--- src/rtl/core/bmm_pkg.sv ---
`default_nettype none

package bmm_pkg;

    // Field widths of one bus access and of one result.
    localparam int KIND_W   = 2;
    localparam int ADDR_W   = 16;
    localparam int DATA_W   = 8;
    localparam int INDEX_W  = 13;
    localparam int TARGET_W = 3;
    localparam int PAGE_W   = 8;

    // Address of the banking port byte in main RAM.
    localparam logic [ADDR_W-1:0] PORT_ADDR = 16'h0001;

    // Page boundaries of the memory map.
    localparam logic [PAGE_W-1:0] PAGE_BASIC      = 8'ha0;
    localparam logic [PAGE_W-1:0] PAGE_BASIC_LAST = 8'hbf;
    localparam logic [PAGE_W-1:0] PAGE_HIGH_RAM   = 8'hc0;
    localparam logic [PAGE_W-1:0] PAGE_HIGH_LAST  = 8'hcf;
    localparam logic [PAGE_W-1:0] PAGE_IO         = 8'hd0;
    localparam logic [PAGE_W-1:0] PAGE_VIC_LAST   = 8'hd3;
    localparam logic [PAGE_W-1:0] PAGE_SID        = 8'hd4;
    localparam logic [PAGE_W-1:0] PAGE_SID_LAST   = 8'hd7;
    localparam logic [PAGE_W-1:0] PAGE_CIA1       = 8'hdc;
    localparam logic [PAGE_W-1:0] PAGE_CIA2       = 8'hdd;
    localparam logic [PAGE_W-1:0] PAGE_IO_LAST    = 8'hdf;
    localparam logic [PAGE_W-1:0] PAGE_KERNAL     = 8'he0;

    // Register index masks of the devices.
    localparam logic [INDEX_W-1:0] SID_MASK = 13'h001f;
    localparam logic [INDEX_W-1:0] VIC_MASK = 13'h003f;
    localparam logic [INDEX_W-1:0] CIA_MASK = 13'h000f;

    typedef enum logic [KIND_W-1:0] {
        KIND_LOAD  = 2'd0,
        KIND_STORE = 2'd1,
        KIND_FETCH = 2'd2,
        KIND_NONE  = 2'd3
    } kind_t;

    typedef enum logic [TARGET_W-1:0] {
        TGT_RAM    = 3'd0,
        TGT_KERNAL = 3'd1,
        TGT_CIA1   = 3'd2,
        TGT_CIA2   = 3'd3,
        TGT_SID    = 3'd4,
        TGT_VIC    = 3'd5,
        TGT_FIXED  = 3'd6
    } target_t;

    typedef enum logic {
        ST_CLEAR,
        ST_RUN
    } state_t;

    // Outcome of decoding one access against the current port byte.
    typedef struct packed {
        target_t              target;
        logic [INDEX_W-1:0]   index;
        logic [DATA_W-1:0]    fixed_data;
        logic                 use_ram;
        logic                 ram_write;
    } decode_t;

endpackage

`default_nettype wire

--- src/rtl/core/bmm_decode.sv ---
`default_nettype none

module bmm_decode import bmm_pkg::*; (
    input  wire logic [KIND_W-1:0] kind,
    input  wire logic [ADDR_W-1:0] address,
    input  wire logic [DATA_W-1:0] port,
    output decode_t                dec
);

    logic [PAGE_W-1:0]  page;
    logic               io_on;
    logic               basic_off;
    logic [INDEX_W-1:0] addr_low;

    assign page      = address[ADDR_W-1:ADDR_W-PAGE_W];
    assign io_on     = port[0] | port[1];
    assign basic_off = port[0] & port[1];
    assign addr_low  = address[INDEX_W-1:0];

    // Map the access onto RAM, the kernal ROM, a device or a fixed value.
    always_comb
    begin
        dec            = '0;
        dec.target     = TGT_RAM;
        case (kind_t'(kind))
            KIND_STORE:
            begin
                if (io_on && (page inside {[PAGE_SID:PAGE_SID_LAST]}))
                begin
                    dec.target = TGT_SID;
                    dec.index  = addr_low & SID_MASK;
                end
                else if (io_on && (page inside {[PAGE_IO:PAGE_VIC_LAST]}))
                begin
                    dec.target = TGT_VIC;
                    dec.index  = addr_low & VIC_MASK;
                end
                else if (io_on && page == PAGE_CIA1)
                begin
                    dec.target = TGT_CIA1;
                    dec.index  = addr_low & CIA_MASK;
                end
                else if (io_on && page == PAGE_CIA2)
                begin
                    dec.target = TGT_CIA2;
                    dec.index  = addr_low & CIA_MASK;
                end
                else
                begin
                    dec.ram_write = 1'b1;
                end
            end
            KIND_LOAD, KIND_FETCH:
            begin
                if (page >= PAGE_KERNAL)
                begin
                    // Kernal area behaves the same for loads and fetches.
                    if (port[1])
                    begin
                        dec.target = TGT_KERNAL;
                        dec.index  = addr_low;
                    end
                    else
                    begin
                        dec.use_ram = 1'b1;
                    end
                end
                else if (kind_t'(kind) == KIND_FETCH || page < PAGE_BASIC)
                begin
                    dec.use_ram = 1'b1;
                end
                else if (page inside {[PAGE_BASIC:PAGE_BASIC_LAST]})
                begin
                    if (basic_off)
                        dec.target = TGT_FIXED;
                    else
                        dec.use_ram = 1'b1;
                end
                else if (page inside {[PAGE_HIGH_RAM:PAGE_HIGH_LAST]})
                begin
                    dec.use_ram = 1'b1;
                end
                else if (io_on)
                begin
                    // IO pages visible.
                    if (page == PAGE_IO)
                    begin
                        dec.target = TGT_FIXED;
                    end
                    else if (page == PAGE_CIA1)
                    begin
                        dec.target = TGT_CIA1;
                        dec.index  = addr_low & CIA_MASK;
                    end
                    else if (page == PAGE_CIA2)
                    begin
                        dec.target = TGT_CIA2;
                        dec.index  = addr_low & CIA_MASK;
                    end
                    else if (page == PAGE_SID)
                    begin
                        dec.target     = TGT_FIXED;
                        dec.fixed_data = port;
                    end
                    else
                    begin
                        dec.use_ram = 1'b1;
                    end
                end
                else if (port[2])
                begin
                    // Character area answers with the port byte.
                    dec.target     = TGT_FIXED;
                    dec.fixed_data = port;
                end
                else
                begin
                    dec.use_ram = 1'b1;
                end
            end
            default:
            begin
                dec.target = TGT_FIXED;
            end
        endcase
    end

endmodule

`default_nettype wire

--- config.mk ---
export PLATFORM = sky130hd
export DESIGN_NAME = bmm_decode
export DESIGN_NICKNAME = d
export VERILOG_FILES = /design/src/rtl/core/bmm_pkg.sv /design/src/rtl/core/bmm_decode.sv
export SDC_FILE = /design/constraint.sdc
export NUM_CORES = 1
export LEC_CHECK = 0
export ABC_AREA = 1
export BUFFER_PORTS_ARGS = -buffer_cell sky130_fd_sc_hd__buf_2
export CAP_MARGIN = 40
export CORE_MARGIN = 10
export CORE_UTILIZATION = 38
export DETAILED_ROUTE_END_ITERATION = 12
export GPL_ROUTABILITY_DRIVEN = 0
export PLACE_DENSITY = 0.84
export SYNTH_ARGS = -nofsm -noshare
export SYNTH_HDL_FRONTEND = slang
export SYNTH_SLANG_ARGS = --single-unit
--- constraint.sdc ---
create_clock -name vclk -period 1.7
set_input_delay 0.34 -clock vclk [all_inputs]
set_output_delay 0.34 -clock vclk [all_outputs]
set_load 0.005 [all_outputs]
; After elaboration in Yosys (flattened, before gate mapping)
; Cells that the tools add are included.
; Widths: inputs -> output; s select.
[op_classes]
order_cmp = 10
eq_ne = 6
n_mux = 60
n_bitwise = 2
reduce_logical = 11
[op_table]
columns = cell, n
row1 = $mux 16, 11
row2 = $mux 22, 7
row3 = $mux 9, 9
row4 = $mux 24, 2
row5 = $ge 8x8->1 const B, 5
row6 = $eq 8x8->1 const B, 4
row7 = $le 8x8->1 const B, 4
row8 = $mux 15, 2
row9 = $pmux 13 s2, 1
row10 = $mux 8, 3
row11 = $mux 21, 1
row12 = $mux 3, 7
row13 = $mux 14, 1
row14 = $mux 1, 13
row15 = $mux 13, 1
row16 = $logic_and 1x1->1, 8
row17 = $lt 8x8->1 const B, 1
row18 = $pmux 3 s2, 1
row19 = $mux 4, 1
row20 = $eq 2x1->1 const B, 1
row21 = $eq 2x2->1 const B, 1
row22 = $logic_not 2->1, 1
row23 = $reduce_or 2->1, 1
row24 = $and 1x1->1, 1
row25 = other kinds (2), 2
[word_totals]
regBits = 0
inputBits = 26

; Longest topological paths before layout
[logic_depth]
word_depth = 29
ltp_mapped = 12
ltp_nobuf = 12

; Worst setup path before layout
; Ideal clock, no wire load.
[synth_timing]
path_type = input -> output
from = in address[13]
to = out dec[10] (netlist bit)
arrival_ps = 1130
t_required_ps = 1360
setup_slack_ps = 230
stages = 9
path_buffers = 0
path_cell_list = inv_2 -> nand2_1 -> nor2_4 -> nand2_1 -> a21oi_2 -> nand2_1 -> nand2_1 -> nor2_2 -> nor2_1
[synth_lines]
columns = item, line_no
row1 = "start, declared", bmm_decode.sv:5  ; input wire logic [ADDR_W-1:0] address,
row2 = "end, declared", bmm_decode.sv:7  ; output decode_t dec

==> impl_metrics.csv <==
group,metric,value,unit
run_status,run_status,"complete, but fails checks",
run_status,violations,"negative setup slack",
clock_tree,holdBufCountCts,0,
routing,drc,0,
worst_setup_path,cp-start-kind,"input pin",
routing,wl_met1,928,um
routing,wl,2690,um
final_layout,fin_nets,214,
final_layout,multi_input_area,542,um2
final_layout,ff_latch_area,0,um2
worst_setup_path,critical_path_class,"input pin to primary output",
floorplan,die-area,3280,um2
power,totalPowerFinal,175,uW
floorplan,fp.dieW,57.2,um
power,combinationalPowerShare,100.0,%
routing,wl_met3,243,um
worst_setup_path,arrival,1.47,ns
yosys,yosys_warnings,0,
routing,routed_via_density,5.21,
yosys,yosys-top-cells-count,"nand2_1, nor2_1, inv_1, nand3_1",
final_layout,postLayoutCoreUtil,81.5,%
timing,post-route-worst-setup-slack,-0.109,ns
routing,initialDrtViolationCount,43,
power,power_density,165,nW/um2
floorplan,placement_rows,13,
final_layout,nFlopsAndLatches,0,
grt,grt_first_pass_wirelength,4020,um
floorplan,start_util,40.5,%
power,p_sw,96.6,uW
power,clkPwrFrac,0,%
final_layout,drive_gt1_share,52.7,%
power,p_sw_share,55.1,%
power,p_int,78.7,uW
placement,hpwlAfterDp,1880,um
grt,grt_util_all_layers,13.7,%
hold_path,hold-path-cell-count,4,
timing,period_share,106,%
grt,grt_max_degree,8,
power,pwr-share-seq,0,%
timing,setup-violations-final,11,
run,drv_cap,0,
yosys,avgSynthCellArea,4.43,um2
grt,antenna_found_initial,0,
timing,period_needed,1.81,ns
worst_setup_path,crit_required,1.36,ns
placement,portBuffers,52,
final_layout,antenna_cells,0,
routing,ant_nets,0,
yosys,yosys.area.top_type,"nand2_1",
power,irDropWorstVdd,0.000112,V
routing,wire_per_inst,13.4,um
routing,maxUsedRoutingLayer,"met4",
grt,first_global_vias,1016,
worst_setup_path,cp-end-kind,"primary output",
yosys,yosys-top-cells-area,"nand2_1, nor2_1, inv_1",
final_layout,nClkBuffers,0,
final_layout,fillers,84,
floorplan,io_pins,52,
yosys,ys_seq_area_share,0,%
timing,max_slew_margin,84.6,%
yosys,netlist_instances,119,
timing,grt_setup_unrepaired,"yes",
floorplan,core_area,1300,um2
grt,grt-ovfl-total,0,
final_layout,area_growth_syn_to_layout,101,%
hold_path,holdPathEnd,"dec[11]",
yosys,synthDistinctLibCells,19,
yosys,netlist.area_leader.share,22.1,%
floorplan,die_h,57.2,um
timing,tightest_slew,0.228,ns
timing,timing_hold_violations_final,0,
yosys,synthesis.area,527,um2
hold_path,hp-start,"address[1]",
worst_setup_path,cp_max_fo,6,
hold_path,holdCritPathClass,"input pin to primary output",
routing,num_vias,1048,
yosys,syn-num-nets,145,
power,p_leak,0.000647,uW
routing,dr_wl_met2,1460,um
timing,max_freq,553,MHz
routing,firstDrtPassIters,4,
timing,maxSlewViolCount,0,
placement,dp_slack,-0.127,ns
-- power by group through the flow --
| stage | Combinational [uW] | Sequential [uW] | Clock [uW] |
|---|---|---|---|
| CTS | 152 | 0 | 0 |
| finish | 175 | 0 | 0 |
| global route | 192 | 0 | 0 |
| global placement | 129 | 0 | 0 |
| floorplan | 61.3 | 0 | 0 |
| detailed placement | 132 | 0 | 0 |
-- routing by layer --
metal | track usage, % | vias up
met1 | 12.6 | 476
met5 | 0 | -
met4 | 2.01 | 0
li1 | - | 506
met2 | 29.0 | 58
met3 | 3.76 | 8
-- kinds of logic after synthesis --
logic type	count (synthesis)	synth area share, %
AND/OR/NAND/NOR	87	72.9
buffers and inverters	25	17.8
AO/OA/AOI/OAI	7	9.26
-- through the flow --
stage,area [um2],std cells,hold slack [ns],setup TNS [ns]
CTS,966,198,0.962,-0.306
detailed placement,866,194,0.963,-0.936
finish,1060,201,0.960,-0.692
global route,1060,201,0.984,-2.45
floorplan,527,119,0.715,0
global placement,866,194,0.958,-0.597
-- final cells by class --
class	count	area share, %
Inverter	25	9.32
Multi-Input combinational cell	94	51.1
Tap cell	15	1.77
Timing Repair Buffer	67	37.9
-- worst max-delay path: stages --
cell     delay [ns]
buf_6          0.09
nand2_4        0.08
nor2_4         0.21
nand2_2        0.10
a21oi_4        0.20
nand2_2        0.09
nand2_2        0.10
nor2_4         0.04
nor2_1         0.10
buf_2          0.12
-- cell usage in the layout (no fill, tap or decap), types with 3 or more instances in the layout --
cell and count:
buf_2 48, buf_4 15, buf_6 3, inv_1 22
nand2_1 24, nand2_2 8, nand3_1 5, nand3_2 4
nor2_1 28, nor2_2 3, nor2_4 4, nor3_2 3
-- how the worst max path moves through the flow --
| stage | start | to | slack (ns) |
|---|---|---|---|
| after floorplan | address[13] | dec[10] | 0.23 |
| after global placement | address[13] | dec[10] | -0.10 |
| after detailed placement | address[13] | dec[1] | -0.13 |
| after CTS | address[13] | dec[10] | -0.08 |
| after global routing | address[14] | dec[13] | -0.23 |
| final | address[14] | dec[10] | -0.11 |
-- what timing repair did --
item                                    CTS  global route
gates resized for setup                  20            18
buffers inserted                          4             3
endpoints found under the setup margin   16            26
pin swaps                                 8            13
Power figures use the tool's default switching activity.
